[src/rtl/core/edt_pkg.sv]
`timescale 1ns / 1ps
`default_nettype none

package edt_pkg;

	localparam int TOKEN_COUNT_BITS_DEF = 16;
	localparam int TOKEN_NUMBER_W       = 16;
	localparam int MASK_REGS            = 8;
	localparam int MASK_REG_W           = 32;
	localparam int CFG_INDEX_W          = $clog2(MASK_REGS);
	localparam int CMD_QUEUE_DEPTH      = 4;
	localparam int HEX_STEPS            = 6;
	localparam int STEP_W               = $clog2(HEX_STEPS);

	localparam logic [1:0] KIND_CHAR = 2'd0;
	localparam logic [1:0] KIND_EOT  = 2'd1;
	localparam logic [1:0] KIND_EOS  = 2'd2;

	localparam logic [7:0] CH_NUL       = 8'h00;
	localparam logic [7:0] CH_BACKSLASH = 8'h5c;
	localparam logic [7:0] CH_QUOTE     = 8'h22;
	localparam logic [7:0] CH_LBRACKET  = 8'h5b;
	localparam logic [7:0] CH_RBRACKET  = 8'h5d;
	localparam logic [7:0] CH_ZERO      = 8'h30;
	localparam logic [7:0] CH_X         = 8'h78;

	typedef enum logic [2:0] {
		OP_CHAR,
		OP_HEX,
		OP_EOT,
		OP_EOS,
		OP_EOS_CLOSE
	} op_t;

	// One command per input byte that produces results.
	typedef struct packed {
		op_t                        op;
		logic [7:0]                 ch;
		logic [TOKEN_NUMBER_W-1:0]  tok_a;
		logic [TOKEN_NUMBER_W-1:0]  tok_b;
	} cmd_t;

	function automatic logic [7:0] hex_char(input logic [3:0] nib);
		logic [7:0] wide;
		wide = {4'd0, nib};
		if (nib < 4'd10) begin
			hex_char = CH_ZERO + wide;
		end else begin
			hex_char = 8'h61 + wide - 8'd10;
		end
	endfunction

endpackage

`default_nettype wire

[src/rtl/core/edt_front.sv]
`timescale 1ns / 1ps
`default_nettype none

module edt_front #(
	parameter int TOKEN_COUNT_BITS = edt_pkg::TOKEN_COUNT_BITS_DEF
) (
	input  wire logic                               clk,
	input  wire logic                               arst_n,
	input  wire logic                               push,
	input  wire logic                               full,
	input  wire logic [7:0]                         in_byte,
	input  wire logic                               cfg_we,
	input  wire logic [edt_pkg::CFG_INDEX_W-1:0]    cfg_index,
	input  wire logic [edt_pkg::MASK_REG_W-1:0]     cfg_data,
	output      logic                               cmd_push,
	output      edt_pkg::cmd_t                      cmd
);

	localparam int MASK_BITS = edt_pkg::MASK_REGS * edt_pkg::MASK_REG_W;

	logic [edt_pkg::MASK_REG_W-1:0] mask_q [edt_pkg::MASK_REGS];
	logic [MASK_BITS-1:0]           mask_flat;
	logic                           esc_q, esc_d;
	logic                           open_q, open_d;
	logic [TOKEN_COUNT_BITS-1:0]    cnt_q, cnt_d, cnt_inc;
	logic [7:0]                     dec;
	logic                           have_byte;
	logic                           accept;

	function automatic logic [7:0] decode_escape(input logic [7:0] b);
		unique case (b)
			8'h6e:   decode_escape = 8'h0a;
			8'h74:   decode_escape = 8'h09;
			8'h76:   decode_escape = 8'h0b;
			8'h62:   decode_escape = 8'h08;
			8'h72:   decode_escape = 8'h0d;
			8'h66:   decode_escape = 8'h0c;
			8'h61:   decode_escape = 8'h07;
			default: decode_escape = b;
		endcase
	endfunction

	function automatic logic shown_as_hex(input logic [7:0] d);
		shown_as_hex = (d == 8'h0a) || (d == 8'h09) || (d == 8'h0b) || (d == 8'h08) ||
			(d == 8'h0d) || (d == 8'h0c) || (d == 8'h07) ||
			(d == edt_pkg::CH_BACKSLASH) || (d == edt_pkg::CH_QUOTE);
	endfunction

	always_comb begin
		for (int k = 0; k < edt_pkg::MASK_REGS; k++) begin
			mask_flat[k*edt_pkg::MASK_REG_W +: edt_pkg::MASK_REG_W] = mask_q[k];
		end
	end

	assign accept  = push && !full;
	assign cnt_inc = (cnt_q == {TOKEN_COUNT_BITS{1'b1}}) ? cnt_q : cnt_q + 1'b1;

	always_comb begin
		esc_d     = esc_q;
		open_d    = open_q;
		cnt_d     = cnt_q;
		cmd_push  = 1'b0;
		have_byte = 1'b0;
		dec       = in_byte;
		cmd.op    = edt_pkg::OP_CHAR;
		cmd.ch    = in_byte;
		cmd.tok_a = edt_pkg::TOKEN_NUMBER_W'(cnt_q);
		cmd.tok_b = edt_pkg::TOKEN_NUMBER_W'(cnt_q);
		if (in_byte == edt_pkg::CH_NUL) begin
			cmd_push = 1'b1;
			if (open_q) begin
				cmd.op    = edt_pkg::OP_EOS_CLOSE;
				cmd.tok_b = edt_pkg::TOKEN_NUMBER_W'(cnt_inc);
			end else begin
				cmd.op = edt_pkg::OP_EOS;
			end
			esc_d  = 1'b0;
			open_d = 1'b0;
			cnt_d  = '0;
		end else if (esc_q) begin
			esc_d     = 1'b0;
			dec       = decode_escape(in_byte);
			have_byte = 1'b1;
		end else if (in_byte == edt_pkg::CH_BACKSLASH) begin
			esc_d = 1'b1;
		end else begin
			have_byte = 1'b1;
		end

		if (have_byte) begin
			cmd.ch = dec;
			if (mask_flat[dec]) begin
				if (open_q) begin
					cmd_push = 1'b1;
					cmd.op   = edt_pkg::OP_EOT;
					cnt_d    = cnt_inc;
					open_d   = 1'b0;
				end
			end else begin
				cmd_push = 1'b1;
				open_d   = 1'b1;
				cmd.op   = shown_as_hex(dec) ? edt_pkg::OP_HEX : edt_pkg::OP_CHAR;
			end
		end

		if (!accept) begin
			cmd_push = 1'b0;
		end
	end

	always_ff @(posedge clk or negedge arst_n) begin
		if (!arst_n) begin
			esc_q  <= 1'b0;
			open_q <= 1'b0;
			cnt_q  <= '0;
			for (int k = 0; k < edt_pkg::MASK_REGS; k++) begin
				mask_q[k] <= '0;
			end
		end else begin
			if (accept) begin
				esc_q  <= esc_d;
				open_q <= open_d;
				cnt_q  <= cnt_d;
			end
			if (cfg_we) begin
				mask_q[cfg_index] <= cfg_data;
			end
		end
	end

endmodule

`default_nettype wire

[src/rtl/core/edt_queue.sv]
`timescale 1ns / 1ps
`default_nettype none

module edt_queue (
	input  wire logic           clk,
	input  wire logic           arst_n,
	input  wire logic           wr_en,
	input  wire edt_pkg::cmd_t  wr_cmd,
	input  wire logic           rd_en,
	output      logic           full,
	output      logic           head_valid,
	output      edt_pkg::cmd_t  head_cmd
);

	localparam int ADDR_W = $clog2(edt_pkg::CMD_QUEUE_DEPTH);

	edt_pkg::cmd_t   mem_q [edt_pkg::CMD_QUEUE_DEPTH];
	logic [ADDR_W:0] wr_ptr_q;
	logic [ADDR_W:0] rd_ptr_q;

	// Pointers carry one extra bit so that full and empty differ.
	assign full       = (wr_ptr_q[ADDR_W] != rd_ptr_q[ADDR_W]) &&
		(wr_ptr_q[ADDR_W-1:0] == rd_ptr_q[ADDR_W-1:0]);
	assign head_valid = (wr_ptr_q != rd_ptr_q);
	assign head_cmd   = mem_q[rd_ptr_q[ADDR_W-1:0]];

	always_ff @(posedge clk or negedge arst_n) begin
		if (!arst_n) begin
			wr_ptr_q <= '0;
			rd_ptr_q <= '0;
		end else begin
			if (wr_en) begin
				wr_ptr_q <= wr_ptr_q + 1'b1;
			end
			if (rd_en) begin
				rd_ptr_q <= rd_ptr_q + 1'b1;
			end
		end
	end

	always_ff @(posedge clk) begin
		if (wr_en) begin
			mem_q[wr_ptr_q[ADDR_W-1:0]] <= wr_cmd;
		end
	end

endmodule

`default_nettype wire

[src/rtl/core/edt_back.sv]
`timescale 1ns / 1ps
`default_nettype none

module edt_back (
	input  wire logic                                 clk,
	input  wire logic                                 arst_n,
	input  wire logic                                 head_valid,
	input  wire edt_pkg::cmd_t                        head_cmd,
	input  wire logic                                 pop,
	output      logic                                 head_done,
	output      logic                                 empty,
	output      logic [1:0]                           out_kind,
	output      logic [7:0]                           out_char,
	output      logic [edt_pkg::TOKEN_NUMBER_W-1:0]   token_number,
	output      logic                                 last
);

	logic [edt_pkg::STEP_W-1:0]          step_q;
	logic                                out_valid_q;
	logic [1:0]                          kind_q;
	logic [7:0]                          char_q;
	logic [edt_pkg::TOKEN_NUMBER_W-1:0]  tok_q;
	logic                                last_q;
	logic [1:0]                          res_kind;
	logic [7:0]                          res_char;
	logic [edt_pkg::TOKEN_NUMBER_W-1:0]  res_tok;
	logic                                res_last;
	logic                                load;

	always_comb begin
		res_kind = edt_pkg::KIND_CHAR;
		res_char = head_cmd.ch;
		res_tok  = head_cmd.tok_a;
		res_last = 1'b1;
		unique case (head_cmd.op)
			edt_pkg::OP_CHAR: begin
			end
			edt_pkg::OP_HEX: begin
				res_last = (step_q == edt_pkg::STEP_W'(edt_pkg::HEX_STEPS - 1));
				unique case (step_q)
					3'd0:    res_char = edt_pkg::CH_LBRACKET;
					3'd1:    res_char = edt_pkg::CH_ZERO;
					3'd2:    res_char = edt_pkg::CH_X;
					3'd3:    res_char = edt_pkg::hex_char(head_cmd.ch[7:4]);
					3'd4:    res_char = edt_pkg::hex_char(head_cmd.ch[3:0]);
					default: res_char = edt_pkg::CH_RBRACKET;
				endcase
			end
			edt_pkg::OP_EOT: begin
				res_kind = edt_pkg::KIND_EOT;
				res_char = '0;
			end
			edt_pkg::OP_EOS: begin
				res_kind = edt_pkg::KIND_EOS;
				res_char = '0;
			end
			edt_pkg::OP_EOS_CLOSE: begin
				// The open token closes first, then the string ends.
				res_char = '0;
				if (step_q == '0) begin
					res_kind = edt_pkg::KIND_EOT;
					res_last = 1'b0;
				end else begin
					res_kind = edt_pkg::KIND_EOS;
					res_tok  = head_cmd.tok_b;
				end
			end
			default: begin
				res_kind = edt_pkg::KIND_EOS;
				res_char = '0;
			end
		endcase
	end

	assign load      = head_valid && (!out_valid_q || pop);
	assign head_done = load && res_last;

	always_ff @(posedge clk or negedge arst_n) begin
		if (!arst_n) begin
			out_valid_q <= 1'b0;
			step_q      <= '0;
		end else if (load) begin
			out_valid_q <= 1'b1;
			step_q      <= res_last ? '0 : step_q + 1'b1;
		end else if (pop) begin
			out_valid_q <= 1'b0;
		end
	end

	always_ff @(posedge clk) begin
		if (load) begin
			kind_q <= res_kind;
			char_q <= res_char;
			tok_q  <= res_tok;
			last_q <= res_last;
		end
	end

	assign empty        = !out_valid_q;
	assign out_kind     = kind_q;
	assign out_char     = char_q;
	assign token_number = tok_q;
	assign last         = last_q;

endmodule

`default_nettype wire

[src/rtl/core/escaped_delimiter_tokenizer_core.sv]
// Path: an accepted byte enters the command queue, then the output register.
// Throughput: one byte per cycle while full is low; a byte shown as [0xhh] holds the result
// sequencer for six results and a string end that closes a token for two. The four-entry
// command queue absorbs these bursts; the sequencer emits one result a cycle while pop is high.
// Reset: arst_n clears tokenizer state, delimiter masks, queue and output register at once.
`timescale 1ns / 1ps
`default_nettype none

module escaped_delimiter_tokenizer_core #(
	parameter int TOKEN_COUNT_BITS = edt_pkg::TOKEN_COUNT_BITS_DEF
) (
	input  wire logic                                 clk,
	input  wire logic                                 arst_n,
	input  wire logic                                 push,
	output      logic                                 full,
	input  wire logic [7:0]                           in_byte,
	output      logic                                 empty,
	input  wire logic                                 pop,
	output      logic [1:0]                           out_kind,
	output      logic [7:0]                           out_char,
	output      logic [edt_pkg::TOKEN_NUMBER_W-1:0]   token_number,
	output      logic                                 last,
	input  wire logic                                 cfg_we,
	input  wire logic [edt_pkg::CFG_INDEX_W-1:0]      cfg_index,
	input  wire logic [edt_pkg::MASK_REG_W-1:0]       cfg_data
);

	logic           cmd_push;
	edt_pkg::cmd_t  cmd;
	logic           head_valid;
	edt_pkg::cmd_t  head_cmd;
	logic           head_done;

	edt_front #(
		.TOKEN_COUNT_BITS(TOKEN_COUNT_BITS)
	) u_front (
		.clk       (clk),
		.arst_n    (arst_n),
		.push      (push),
		.full      (full),
		.in_byte   (in_byte),
		.cfg_we    (cfg_we),
		.cfg_index (cfg_index),
		.cfg_data  (cfg_data),
		.cmd_push  (cmd_push),
		.cmd       (cmd)
	);

	edt_queue u_queue (
		.clk        (clk),
		.arst_n     (arst_n),
		.wr_en      (cmd_push),
		.wr_cmd     (cmd),
		.rd_en      (head_done),
		.full       (full),
		.head_valid (head_valid),
		.head_cmd   (head_cmd)
	);

	edt_back u_back (
		.clk          (clk),
		.arst_n       (arst_n),
		.head_valid   (head_valid),
		.head_cmd     (head_cmd),
		.pop          (pop),
		.head_done    (head_done),
		.empty        (empty),
		.out_kind     (out_kind),
		.out_char     (out_char),
		.token_number (token_number),
		.last         (last)
	);

endmodule

`default_nettype wire

[config.mk]
export PLATFORM = sky130hd
export DESIGN_NAME = escaped_delimiter_tokenizer_core
export DESIGN_NICKNAME = d
export VERILOG_FILES = /design/src/rtl/core/edt_pkg.sv /design/src/rtl/core/edt_front.sv /design/src/rtl/core/edt_queue.sv /design/src/rtl/core/edt_back.sv /design/src/rtl/core/escaped_delimiter_tokenizer_core.sv
export SDC_FILE = /design/constraint.sdc
export NUM_CORES = 1
export LEC_CHECK = 0
export BUFFER_PORTS_ARGS = -buffer_cell sky130_fd_sc_hd__buf_2
export CAP_MARGIN = 25
export CORE_ASPECT_RATIO = 0.8
export CORE_MARGIN = 10
export CORE_UTILIZATION = 40
export CTS_CLUSTER_DIAMETER = 30
export DETAILED_ROUTE_END_ITERATION = 6
export GPL_ROUTABILITY_DRIVEN = 0
export PLACE_DENSITY = 0.61
export SYNTH_ARGS = -nofsm -noshare
export SYNTH_HDL_FRONTEND = slang
export SYNTH_HIERARCHICAL = 1
export SYNTH_SLANG_ARGS = --single-unit
[constraint.sdc]
create_clock -name clk -period 13.2 [get_ports clk]
set_input_delay 1.98 -clock clk [delete_from_list [all_inputs] [get_ports clk]]
set_output_delay 1.98 -clock clk [all_outputs]
set_load 0.05 [all_outputs]
==> run summary <==
==================================================================================
EDFF count, synth ...................................................          199
Number of rows in the core area .....................................           77
Max Cap Violations ..................................................            0
Prevailing post-synth register cell .................................      dfrtp_1
Final min period ....................................................      7.44 ns
Via count of the first global-routing pass ..........................        14900
Worst Setup End Kind ................................................    flip-flop
Area of the die .....................................................    65700 um2
Share of Yosys cell area claimed by the top area cell type ..........        31.8%
Initial core utilization ............................................        40.4%
Number of endpoints with negative hold slack in the final report ....            0
Maximum VDD drop ....................................................     0.124 mV
Vias per inst .......................................................         5.76
Met3 Routed Length ..................................................      4700 um
Layout fillers ......................................................         4778
Overall die height ..................................................       231 um
Post-synthesis area per instance ....................................     13.9 um2
Number of CTS-inserted buffers ......................................           97
Residual DRC count ..................................................            0
Detailed Route WL ...................................................     60800 um
Number of storage elements in the synthesis netlist .................          483
Fraction of the cycle the final worst path needs ....................        56.3%
XOR/XNOR share of the synthesized area ..............................       0.706%
X dimension of the die ..............................................       284 um
Net total in the final layout .......................................         1767
Number of antenna violations at the first check in global routing ...            3
Normalized max-slew margin ..........................................        29.3%
Source-to-sink clock delay at the later pin of the worst-skew pair ..      0.65 ns
Maximum number of pins on one net before global-route repair ........          174
Total routing usage reported by global routing ......................        18.2%
Clock skew after layout .............................................    0.0239 ns
Portion of the post-synthesis area used by sequential elements ......        58.6%
List of most frequent post-synthesis cells .......................... dfrtp_1, mux2_2, edfxtp_1
Count of yosys warnings during synthesis ............................            6
Setup TNS Final .....................................................         0 ns
Placeable core area .................................................    55300 um2
Number of standard cells after synthesis ............................         1601
Post-detailed-placement half-perimeter wirelength ...................     37700 um
Async set-or-reset flop fraction in the synthesized netlist .........        58.8%
Type of the worst setup path ........................................ input pin to flip-flop
Endpoint required time on the critical path .........................     13.48 ns
Uppermost routed layer ..............................................         met4
Share of cells above drive strength 1 ...............................        35.7%
Signed area change from the synthesized netlist to the final layout .        20.3%
Antenna Diode Count .................................................            0
Outcome ............................................................. finished, final reports clean
# H-tree levels .....................................................            3
Multiplexer share of the synthesized area ...........................        21.0%
Number of unique standard cell types used by synthesis ..............           90
PostCTS Resize Cnt ..................................................            0
Met2 routed WL ......................................................     27000 um
TritonCTS clock tree ................................................        built
Most instantiated library cell after synthesis ......................      dfrtp_1
Endpoints failing setup .............................................            0
Leak ................................................................      10.6 nW
Leading cell types by total area after synthesis .................... dfrtp_1, edfxtp_1, mux2_2, mux4_2, nand2_1
Count of nets left with antenna violations after detail routing .....            0
Sort of element at the start of the critical path ...................    input pin
Synthesized-area fraction occupied by adder cells ...................       0.728%
Clock Pin Slew Worst Setup and Hold Paths ...........................      0.05 ns
CTS max path bufs ...................................................            3
Classification of the worst-slack hold path ......................... flip-flop to flip-flop
Congestion Overflow GR ..............................................            0
Sink Count ..........................................................          483
Area fraction in and, or, nand and nor cells after synthesis ........        7.66%
Total of hold buffers inserted after clock tree synthesis ...........            0
Nets in the synthesized netlist .....................................         1662
Number of vias in the routed layout .................................        14600
Power per unit of standard cell area ................................   224 nW/um2
Measured slew at the worst slew-check pin ...........................      1.05 ns
I/O pin cnt .........................................................           77
Slew Limit Fails ....................................................            0
Initial DRC count ...................................................         1459
CTS root buf ........................................................    clkbuf_16
Fmax ................................................................    0.134 GHz
CP Max Fanout .......................................................           58
Complex-gate fraction of the synthesized area .......................        8.38%
First-pass GRT wire length ..........................................     92500 um
Post-route met1 wirelength ..........................................     27700 um
Drt wl/cell .........................................................      23.9 um
Main combinational cell family by area after synthesis .............. multiplexers
Total standard cell area after synthesis ............................    22300 um2
Biggest area consumer among synthesized cells .......................      dfrtp_1
I/O Buffers .........................................................           76
Count of buffers added by post-CTS timing repair for setup ..........            0
DRT Pass-1 Iters ....................................................            5
Unrepaired setup endpoints after global routing .....................           no
Layout Utilization ..................................................        48.6%
Endpoint arrival time on the critical path ..........................      7.72 ns
==================================================================================
-- power breakdown --
group | internal (mW) | switching [mW] | leakage, nW | total (mW)
logic | 0.514 | 0.805 | 3.68 | 1.32
registers | 1.97 | 0.167 | 5.28 | 2.14
clock network | 1.70 | 0.855 | 1.66 | 2.55
-- layer usage --
layer	vias to the layer above	global-route usage (%)
met1	7561	25.6
met2	572	27.2
met4	0	5.47
li1	6379	-
met5	-	0
met3	108	4.74
-- layout by cell type (no fill, tap or decap), drive strengths merged, types with 20 or more instances in the layout --
master | netlist | final
mux2 | 280 | 280
clkinv | 0 | 28
mux2i | 47 | 47
nand2 | 145 | 145
a21oi | 23 | 23
mux4 | 46 | 46
buf | 47 | 109
edfxtp | 199 | 199
a21boi | 20 | 20
dfrtp | 284 | 284
o21ai | 31 | 31
nand3 | 49 | 49
clkbuf | 56 | 112
a211oi | 25 | 25
nor2 | 29 | 29
inv | 30 | 43
nor3 | 22 | 22
-- final timing paths --
path	cells past startpoint	end	slack [ns]	start
worst max-delay path	15	u_queue/mem_q[2][0]	5.76	in_byte[3]
worst min-delay path	1	u_queue/wr_ptr_q[2]	0.49	u_queue/wr_ptr_q[2]
worst max register to register	14	u_queue/mem_q[2][0]	6.90	u_front/esc_q
worst min register to register	1	u_queue/wr_ptr_q[2]	0.49	u_queue/wr_ptr_q[2]
max in group asynchronous	2	u_queue/rd_ptr_q[0]	10.22	arst_n
min in group asynchronous	1	u_front/mask_flat[127]	1.41	arst_n
-- logic make-up after synthesis --
kind of cell	Yosys count
buffers and inverters	133
and+or+nand+nor	340
adders and majority gates	13
AOI/OAI and AO/OA	241
xor gates and xnor gates	18
muxes	373
DFF	483
-- critical path, cell delays in order --
cell and delay (ns):
buf_2 0.27, and4bb_4 0.27, o2111a_2 0.21, nor2_4 0.09, buf_4 0.49, buf_4 0.75
mux4_2 0.61, a2111oi_2 0.52, a2111o_1 0.23, o2111ai_2 0.16, nor4_1 0.60, nor3_1 0.09
nor2_1 0.31, and2_2 0.55, buf_4 0.48
-- stage by stage --
stage	setup WS (ns)	power, mW	cells	area, um2	hold slack [ns]
after floorplan	6.86	3.11	1601	22300	0.462
after global placement	5.23	3.44	2356	23400	0.475
final	5.76	6.01	2538	26900	0.489
after CTS	5.77	6.06	2538	26900	0.488
after global routing	5.41	6.27	2538	26900	0.503
after detailed placement	5.10	3.48	2357	23400	0.478
-- layout make-up --
class	instances	area (um2)	share of cell area, %
Clock buffer	112	2640	9.82
Clock inverter	69	837	3.11
Inverter	30	113	0.419
Multi-Input combinational cell	985	8610	32.0
Sequential cell	483	13100	48.7
Tap cell	750	938	3.49
Timing Repair Buffer	109	651	2.42
-- flip-flops by register name, indices dropped and copies added, names as in the netlist --
| register | cells |
|---|---|
| u_queue/wr_ptr_q | 3 |
| u_front/open_q | 1 |
| u_back/last | 1 |
| u_front/cnt_q | 16 |
| u_back/step_q | 3 |
| u_queue/mem_q | 172 |
| u_back/out_kind | 2 |
| u_front/esc_q | 1 |
| u_back/out_char | 8 |
| u_queue/rd_ptr_q | 3 |
| u_front/mask_flat | 256 |
| u_back/token_number | 16 |
| u_back/out_valid_q | 1 |
(Power assumes the default switching activity.)
